## src/rtl/box_average_filter_top_macros.svh

```systemverilog
// Assertion macros for the box average filter
`ifndef BOX_AVERAGE_FILTER_TOP_MACROS_SVH
`define BOX_AVERAGE_FILTER_TOP_MACROS_SVH

// same-cycle implication
`define BAF_ASSERT_IMPLY(lbl, ante, cons, msg) \
  lbl: assert property (@(posedge clk) disable iff (rst) (ante) |-> (cons)) else $error(msg);

// next-cycle implication
`define BAF_ASSERT_NEXT(lbl, ante, cons, msg) \
  lbl: assert property (@(posedge clk) disable iff (rst) (ante) |=> (cons)) else $error(msg);

`endif

```

## src/rtl/baf_pkg.sv

```systemverilog
// Shared types and codes for the box average filter
`timescale 1ns / 1ps

package baf_pkg;

  localparam logic KIND_PIXEL = 1'b0;
  localparam logic KIND_FLUSH = 1'b1;

  localparam logic [1:0] REG_HALF_WIDTH   = 2'd0;
  localparam logic [1:0] REG_HALF_HEIGHT  = 2'd1;
  localparam logic [1:0] REG_IMAGE_WIDTH  = 2'd2;
  localparam logic [1:0] REG_IMAGE_HEIGHT = 2'd3;

  typedef enum logic [2:0] {
    S_IDLE,
    S_SUM,
    S_DRAIN,
    S_DIV_GO,
    S_DIV_WAIT,
    S_LOAD
  } state_t;

  typedef struct packed {
    logic accept;
    logic sum_step;
    logic div_start;
    logic load;
  } cmd_t;

  typedef struct packed {
    logic emit_now;
    logic inside_now;
    logic sum_last;
    logic div_done;
    logic out_free;
  } status_t;

endpackage

```

## src/rtl/baf_ctrl.sv

```systemverilog
// Controller state machine for the box average filter
`timescale 1ns / 1ps

module baf_ctrl import baf_pkg::*; (
  input  logic    clk,
  input  logic    rst,
  input  logic    in_valid,
  output logic    in_ready,
  input  status_t st,
  output cmd_t    cmd
);

  state_t state, state_next;

  always_ff @(posedge clk) begin
    if (rst) state <= S_IDLE;
    else     state <= state_next;
  end

  always_comb begin
    state_next = state;
    case (state)
      S_IDLE: begin
        if (in_valid && st.emit_now) state_next = st.inside_now ? S_SUM : S_LOAD;
      end
      S_SUM:      if (st.sum_last) state_next = S_DRAIN;
      S_DRAIN:    state_next = S_DIV_GO;
      S_DIV_GO:   state_next = S_DIV_WAIT;
      S_DIV_WAIT: if (st.div_done) state_next = S_LOAD;
      S_LOAD:     if (st.out_free) state_next = S_IDLE;
      default:    state_next = S_IDLE;
    endcase
  end

  always_comb begin
    in_ready      = 1'b0;
    cmd           = '0;
    case (state)
      S_IDLE: begin
        in_ready   = 1'b1;
        cmd.accept = in_valid;
      end
      S_SUM:    cmd.sum_step  = 1'b1;
      S_DIV_GO: cmd.div_start = 1'b1;
      S_LOAD:   cmd.load      = st.out_free;
      default: ;
    endcase
  end

endmodule

```

## config.mk

```make
export PLATFORM = sky130hd
export DESIGN_NAME = baf_ctrl
export DESIGN_NICKNAME = d
export VERILOG_FILES = /design/src/rtl/box_average_filter_top_macros.svh /design/src/rtl/baf_pkg.sv /design/src/rtl/baf_ctrl.sv
export SDC_FILE = /design/constraint.sdc
export NUM_CORES = 1
export LEC_CHECK = 0
export BUFFER_PORTS_ARGS = -buffer_cell sky130_fd_sc_hd__buf_2
export CAP_MARGIN = 20
export CORE_AREA = 2 2 39 41
export CTS_CLUSTER_SIZE = 12
export DETAILED_ROUTE_END_ITERATION = 12
export DIE_AREA = 0 0 41 43
export PLACE_DENSITY_LB_ADDON = 0.05
export SKIP_LAST_GASP = 1
export SLEW_MARGIN = 0
export SYNTH_ARGS = -nofsm -noshare
export SYNTH_HDL_FRONTEND = slang
export SYNTH_SLANG_ARGS = --single-unit
```

## constraint.sdc

```tcl
create_clock -name clk -period 1.9 [get_ports clk]
set_clock_uncertainty 0.1 [all_clocks]
set_input_delay 0.095 -clock clk [delete_from_list [all_inputs] [get_ports clk]]
set_output_delay 0.095 -clock clk [all_outputs]
set_load 0.05 [all_outputs]
```

After elaboration in Yosys (flattened, before gate mapping) --
Cells that the tools add are included.
Cells by class: equal/unequal tests 9, mux-type cells 11, reductions and logical operators 3
Operator list (count):
- $pmux 3 s6 | 1
- $mux 3 | 5
- $ne 2x2->1 const B | 4
- $eq 3x2->1 const B | 2
- $eq 3x3->1 const B | 2
- $mux 1 | 5
- $reduce_and 4->1 | 1
- $eq 3x1->1 const B | 1
- $logic_not 3->1 | 1
- $logic_and 1x1->1 | 1
Storage, ports and cells: bits in registers 3, bits of input ports 8, output and inout bits 5, word-level logic and storage cells 24

Logic depth before layout (Yosys ltp) --
Gate-level depths: netlist of run 1.
depth after elaboration 3, mapped depth 5, depth with buffers taken out 4

Worst setup path after synthesis of run 1 --
OpenSTA, ideal clock, no wires.
path kind register -> output, from reg state[0], to out cmd[3] in the netlist's numbering, arrival 2.109 ns, data required time 1.705 ns, slack -0.404 ns, cell stages (with the launch flop) 4, path buffers 1, cell sequence dfxtp_1 -> buf_4 -> nor3_1 -> and2_1
RTL lines:
- start: declaration | RTL line baf_ctrl.sv:13 | state_t state, state_next;
- start signal: assignment | RTL line baf_ctrl.sv:17 | else state <= state_next;
- end: declaration | RTL line baf_ctrl.sv:10 | output cmd_t cmd

==> results of run 1 <==
-- area by class of cell --
cell class | instances | area share (%)
multi-input combinational | 22 | 44.2
timing repair buffer | 13 | 20.8
sequential | 3 | 17.8
clock buffer | 4 | 7.81
tap | 16 | 5.95
inverter | 3 | 3.35
-- worst register-to-register path, delay by kind of cell (launching register included) --
family / cells / cell delay [ps]
AOI/OAI and AO/OA: 1 / 210
buffers and inverters: 1 / 110
DFF: 1 / 490
and+or+nand+nor: 1 / 370
-- power by group --
part	total, µW	internal [µW]	switching, µW
Sequential	99.6	74.0	25.6
Clock	118	79.1	39.3
Combinational	163	53.6	109
Total	381	207	174
-- routing by layer --
layer,vias to the layer above,global-route usage (%)
met4,0,10.0
met1,115,13.1
met3,2,1.57
met5,-,0
met2,9,10.3
li1,137,-
-- through the flow --
stage                     worst slack [ps]  total power (µW)  area, µm²  std cells
after floorplan                       67.5               226        228         29
after global placement                 557               263        300         56
after detailed placement               537               263        300         56
after CTS                              375               388        337         61
after global routing                   284               409        337         61
final                                  391               381        337         61
-- worst max path at each step --
stage | from | to | cells after the start
after floorplan | state[0]$_SDFFE_PP0P_ | cmd[3] | 3
after global placement | state[2]$_SDFFE_PP0P_ | state[2]$_SDFFE_PP0P_ | 3
after detailed placement | state[2]$_SDFFE_PP0P_ | state[2]$_SDFFE_PP0P_ | 3
after CTS | state[0]$_SDFFE_PP0P_ | cmd[2] | 2
after global routing | state[0]$_SDFFE_PP0P_ | cmd[2] | 2
final | state[0]$_SDFFE_PP0P_ | cmd[2] | 2
-- synthesized netlist by cell type, drive strengths merged, types with 2 or more instances --
cell,number,area (µm²)
o21ai,3,15.0
nand2,5,18.8
dfxtp,3,60.1
inv,3,11.3
nor3,3,15.0
o211ai,2,15.0
-- cells by family after synthesis --
logic type / Yosys count / share of synthesized area, %
AND/OR/NAND/NOR: 14 / 34.5
AO/OA/AOI/OAI: 7 / 24.1
buffers and inverters: 4 / 8.62
flip-flops: 3 / 27.6
multiplexers: 1 / 5.17
==> summary.md, run 1 <==
The flow ran to the end, and the final reports show no timing, DRC or antenna violations. After detailed routing, no signal wire sits above met4. The first global-routing pass estimated 1.08 mm of wire. The setup path with the least slack is of type reg -> out. For this design the top-level I/O count stands at 13. After detailed routing, the number of remaining DRC violations is 0.

The run gives 256 as the number of global-route vias before repair. IR analysis of the VDD net gives a maximum drop of 308 µV. The clock drives 3 sinks. The tree is rooted in a clkbuf_4.

The leakage power figure was 0.000154 µW; the buffer and inverter count on the worst path was 1. In this design, the largest share of critical-path delay is due to flip-flops. Of the cells placed in the final design, the portion with a size suffix greater than 1 is 46.7%.

Setup repair after global routing left no endpoint under its margin. The minimum hold slack was 48.4 ps. Entering global routing, the biggest net connects 11 pins.

The synthesized design contains 3 register bits. The tools report the met2 wire length as 290 µm. The leading cell type in the layout, fill and taps excluded is buf_2. In the final layout, the multi-input gates occupy 149 µm². The arrival time at the worst endpoint is 1310 ps, and the total routed wirelength is 649 µm. The tools report the number of nets still failing antenna checks after routing as 0.

In the routed layout, each cell is associated on average with a via count of 4.31. The number of cell instances on the worst register-to-register path was 3; the total count of max-transition violations in the final report was 0. Each instance of the synthesized netlist takes up on average 7.51 µm². Along the worst path, the maximum fanout reaches 10. The startpoint identified for the worst hold timing path is st[2]. End point of the most critical hold path: state[2]$_SDFFE_PP0P_. Once the floorplan was initialized, standard cells occupied 15.7% of the core. Setup violations remaining at the end of the flow were counted as 0. The global routing usage summed across all routing layers was 9.23%; the HPWL after detailed placement was 483 µm.

The worst-path cell with the longest stage delay is dfxtp_1. For this block, wires on met1 add up to 317 µm. The number of buffers added on ports came out at 12. The critical path goes through nor3b_2 > buf_2. The tools report the number of warnings printed during yosys synthesis as 0.

The buffers inserted during post-CTS setup optimization is 0, and the vertical die dimension is 43 µm. The congestion estimate from routability-driven global placement came to 0.763. Measured against its own limit, the worst slew margin works out to 79.0%. The cell count after synthesis came out at 29.

Power spread over the standard cell area amounts to 1130 nW/µm². The net count after synthesis was 37; the number of nets in the layout was 54. After detailed routing, the met3 layer carries 21 µm of wire. The critical register-to-register path startpoint was state[2]$_SDFFE_PP0P_. In this run the standard cell core region covers 1380 µm². The final critical delay including setup and external delays came out at 1510 ps. In the final routed layout, each cell accounts on average for 10.6 µm. Among all flip-flop cells after synthesis, the most frequent one is dfxtp_1. The run gives 0 as the number of antenna violations at the first check in global routing.

The first TritonRoute pass finished after 3 iterations. The tools report the utilization of the core after routing as 24.3%. In the final layout, the registers with the most flip-flops are state x3. The clock-pin slew reported for the worst setup and hold paths after clock tree synthesis was 40 ps; the async set-or-reset flop fraction in the synthesized netlist was 0%. For this run, the top clock speed supported by timing is 663 MHz. The library cells used most frequently in the layout, excluding fill and tap cells, are buf_2 (12), nand2_1 (5), clkbuf_4 (3), dfxtp_1 (3). The number of flops mapped to enable cells by yosys works out to 0. Type of destination of the critical path: an output pin. The logs give 2 for the number of buffers between clock root and the deepest sink and 1 for the deepest level of the CTS H-tree. For this block, the initial DRC count from the detailed router was 4. Counting flops per register, the top entry is state. Worst reg2reg path endpoint: state[2]$_SDFFE_PP0P_. The number of hold-slack violations in the final timing report was 0; the hold buffer count at CTS was 1. Fill cells in the final layout number 170.

The kind of start point of the critical path is a register. The register with the most flip-flops in the layout has 3 of them. In this run the cell area of the synthesized design comes to 218 µm². The worst hold-check path type was in -> reg. The final route contains 263 vias. The repair_antennas step left the layout with diodes totalling 0. In this design, the stage delay of the slowest critical-path cell is 490 ps. Across the run, the number of max-cap violations was 0.

Along the worst hold path, the cell count comes to 3. For the later-pin clock latency in the skew report, the log shows 240 ps. At the pin with the least slew margin, the transition time is 314 ps.

Counting the buffers created by CTS gives 3. For the residual overflow from global routing, the log shows 0. Of the available clock period, the critical path in the final layout requires 79.4%. The overall die width came out at 41 µm. The critical path data required time is 1700 ps. Relative to the synthesized area, the layout overhead comes to 54.6%. For the number of rows created at floorplan, the log shows 14.

Synthesis instantiated 18 different standard cells from the library. TritonCTS built the clock tree. The portion of the post-synthesis area used by sequential elements is 27.6%, and the summed negative setup slack over all endpoints is 0 ps.

The tools report the count of instances resized after the clock tree is built as 0. The tools report the footprint of the flip-flops and latches as 60.1 µm². Setup slack on the worst reg-to-reg path comes out at 530 ps. The die covers 1760 µm².
No activity file was read; power rests on OpenSTA's default activity.
==> run 2, diff against run 1 <==
==> constraint.sdc (replaced) <==
create_clock -name clk -period 1.3 [get_ports clk]
set_clock_uncertainty 0.1 [all_clocks]
set_input_delay 0.065 -clock clk [delete_from_list [all_inputs] [get_ports clk]]
set_output_delay 0.065 -clock clk [all_outputs]
set_load 0.05 [all_outputs]
==> summary.md, run 2 (same netlist as run 1, synthesis figures left out) <==
The flow ran to the end, but the final reports show violations. The checks that failed: setup timing. In the layout the commonest cells are buf_4 (10), buf_2 (8), nand2_1 (5), buf_6 (5), clkbuf_4 (3).

The clock sink total was 3 (unchanged). The critical path endpoint was cmd[3]. The number of ports placed on the die boundary came out at 13 (unchanged).

The run gives 0.000229 µW (+49%) as the leakage power figure. TritonCTS built the clock tree. Buffer and inverter count on the worst path: 2 (+1).

The arrival time at the worst endpoint is 1190 ps (-120 ps), and the later-pin clock latency in the skew report is 240 ps (about the same). The run gives 1 (unchanged) as the deepest level of the CTS H-tree. The tools report the number of nets in the layout as 66 (+22%). The number of hold-slack violations in the final timing report is 0 (unchanged), and the critical path data required time is 1130 ps (-570 ps).

The logs give 0 (unchanged) for the total count of max-transition violations in the final report and 306 (+16%) for the total via count in the routed design. Number of buffers added on ports: 12 (unchanged). The number of antenna violations at the first check in global routing came out at 0 (unchanged).

STA classifies the critical path startpoint as a register. The min-delay analysis places its worst path in the category in -> reg. The detailed-route vias per instance was 4.19 (-2.8%); the core box area was 1380 µm² (unchanged). Maximum fanout encountered on the critical timing path: 5 (-5).

The library cell used most frequently in the layout, excluding fill and tap cells, is buf_4. The overall die width was 41 µm (unchanged). For the number of antenna repair diodes, the log shows 0 (unchanged). The critical path in this run is classified as reg -> out. The post-placement worst setup slack is -40.3 ps (-578 ps), and the peak ir drop on the vdd network is 759 µV (+150%). Ranked by flip-flop count, first place goes to state. The tools report the worst relative slew slack as 83.7% (+4.7 points). The number of max-cap violations was 0 (unchanged); the upper clock frequency limit was 739 MHz.

The area of all placed cells without fillers was 508 µm² (+51%). The tools report the number of global-route vias before repair as 343 (+34%). The wire length of the first global-routing pass is 1.38 mm (+28%).

The HPWL after detailed placement was 549 µm (+14%). The worst-path cell with the longest stage delay was dfxtp_4. The run gives 1760 µm² (unchanged) as the die outline area.

The tree is rooted in a clkbuf_4. The run gives 9 (-2) as the pin count of the biggest net entering global routing. Broken down by cell family, the worst path's largest delay share belongs to flip-flops. The share of post-route cells with drive strength above 1 works out to 70.2% (+24 points).

The timing startpoint of the critical path was state[1]$_SDFFE_PP0P_. The final critical delay including setup and external delays is 1350 ps. The worst register-to-register path begins at state[1]$_SDFFE_PP0P_. The number of flip-flops under the largest register name is 3 (unchanged), and the part of the cycle the worst path needs is 104%. The number of failing setup endpoints in the final timing report came out at 3 (+3). The area growth from synthesis to layout works out to 133%.

The clock-pin slew reported for the worst setup and hold paths after clock tree synthesis is 40 ps (about the same), and the number of nets still failing antenna checks after routing is 0 (unchanged). Instance area after placement: 384 µm² (+28%). The critical path goes through buf_6 > nor3_4 > and2_4 > buf_8. Setup slack of the critical path after layout: -52.3 ps (-443 ps). The number of remaining DRC errors is 0 (unchanged). For the total power consumption of the routed design, the log shows 743 µW (+95%). Type of destination of the critical path: an output pin. The largest registers in the layout are state x3. The effective utilization at floorplan is 15.7% (unchanged), and the number of cell instances on the worst register-to-register path is 3 (unchanged).

Utilization of the core after routing: 36.7% (+12 points). The vertical die dimension was 43 µm (unchanged). The logs give 3 (unchanged) for the number of buffers created by CTS and 14 (unchanged) for the number of rows created at floorplan.

The areal power density over the cells was 1460 nW/µm² (+29%); the reg2reg setup slack was 0 ps (-530 ps). Setup repair after global routing could not meet its margin everywhere. The average wire length per cell after detail routing was 11.0 µm (+3.1%); the total routed wirelength was 801 µm (+23%). In this run the critical register-to-register path is captured at state[2]$_SDFFE_PP0P_. The delay contributed by the slowest stage of the critical path works out to 360 ps (-130 ps). The residual overflow from global routing came out at 0 (unchanged). The actual slew at the worst max-slew pin is 246 ps (-67.9 ps), and the starting DRC count in detailed routing is 4 (unchanged).

The cell depth of the worst setup path works out to 4 (+2). The run gives 4 (+1) as the first-pass iteration count of the detailed router. The number of buffers between clock root and the deepest sink was 2 (unchanged); the minimum hold slack was 7.48 ps (-40.9 ps). The tools report the global routing usage summed across all routing layers as 11.6% (+2.4 points).
[run 2: cell count changes in the layout (fill, tap and decap cells not counted), sizes merged]
| cell | before | now |
|---|---|---|
| buf | 12 | 24 |
[run 2: what timing repair did]
item	in CTS	in global routing
resized for setup	17	3
buffers inserted	3	1
hold endpoints to repair	2	0
hold buffers	1	0
pin swaps	2	1
endpoints found under the setup margin	6	6
[run 2: metrics by stage]
| stage | std cells | TNS [ps] |
|---|---|---|
| finish | 73 | -91.0 |
| global route | 73 | -271 |
| CTS | 72 | -119 |
| detailed placement | 64 | -53.5 |
| global placement | 64 | -20.0 |
| floorplan | 29 | -289 |
[run 2: worst min path at each step]
stage,startpoint,to,slack [ps],depth (start not counted)
3_3_place_gp,rst,state[2]$_SDFFE_PP0P_,170,2
4_1_cts,st[2],state[2]$_SDFFE_PP0P_,3,3
2_1_floorplan,rst,state[2]$_SDFFE_PP0P_,30,1
6_report,st[2],state[2]$_SDFFE_PP0P_,7,3
3_5_place_dp,rst,state[2]$_SDFFE_PP0P_,170,2
5_1_grt,st[2],state[2]$_SDFFE_PP0P_,30,3
[run 2: per-layer routing]
metal,wire length (µm),track usage (%),up-vias
met1,327,14.0,139
met3,20,0,2
li1,-,-,158
met5,0,0,-
met4,21,10.0,0
met2,432,17.8,7
[run 2: worst min-delay path: stages]
cell      delay [ps]
buf_2            100
inv_1             70
a221oi_2          60
[run 2: cell type report]
cell class	instances	area, µm²
sequential	3	68.8
multi-input combinational	22	185
clock buffer	4	26.3
tap	16	20.0
fill	148	876
inverter	3	11.3
timing repair buffer	25	196
[run 2: report_power, final]
group	leakage (µW)	internal, µW	switching (µW)
Sequential	0.0000264	113	27.2
Combinational	0.000188	208	219
Clock	0.0000150	116	60.7
Total	0.000229	437	306
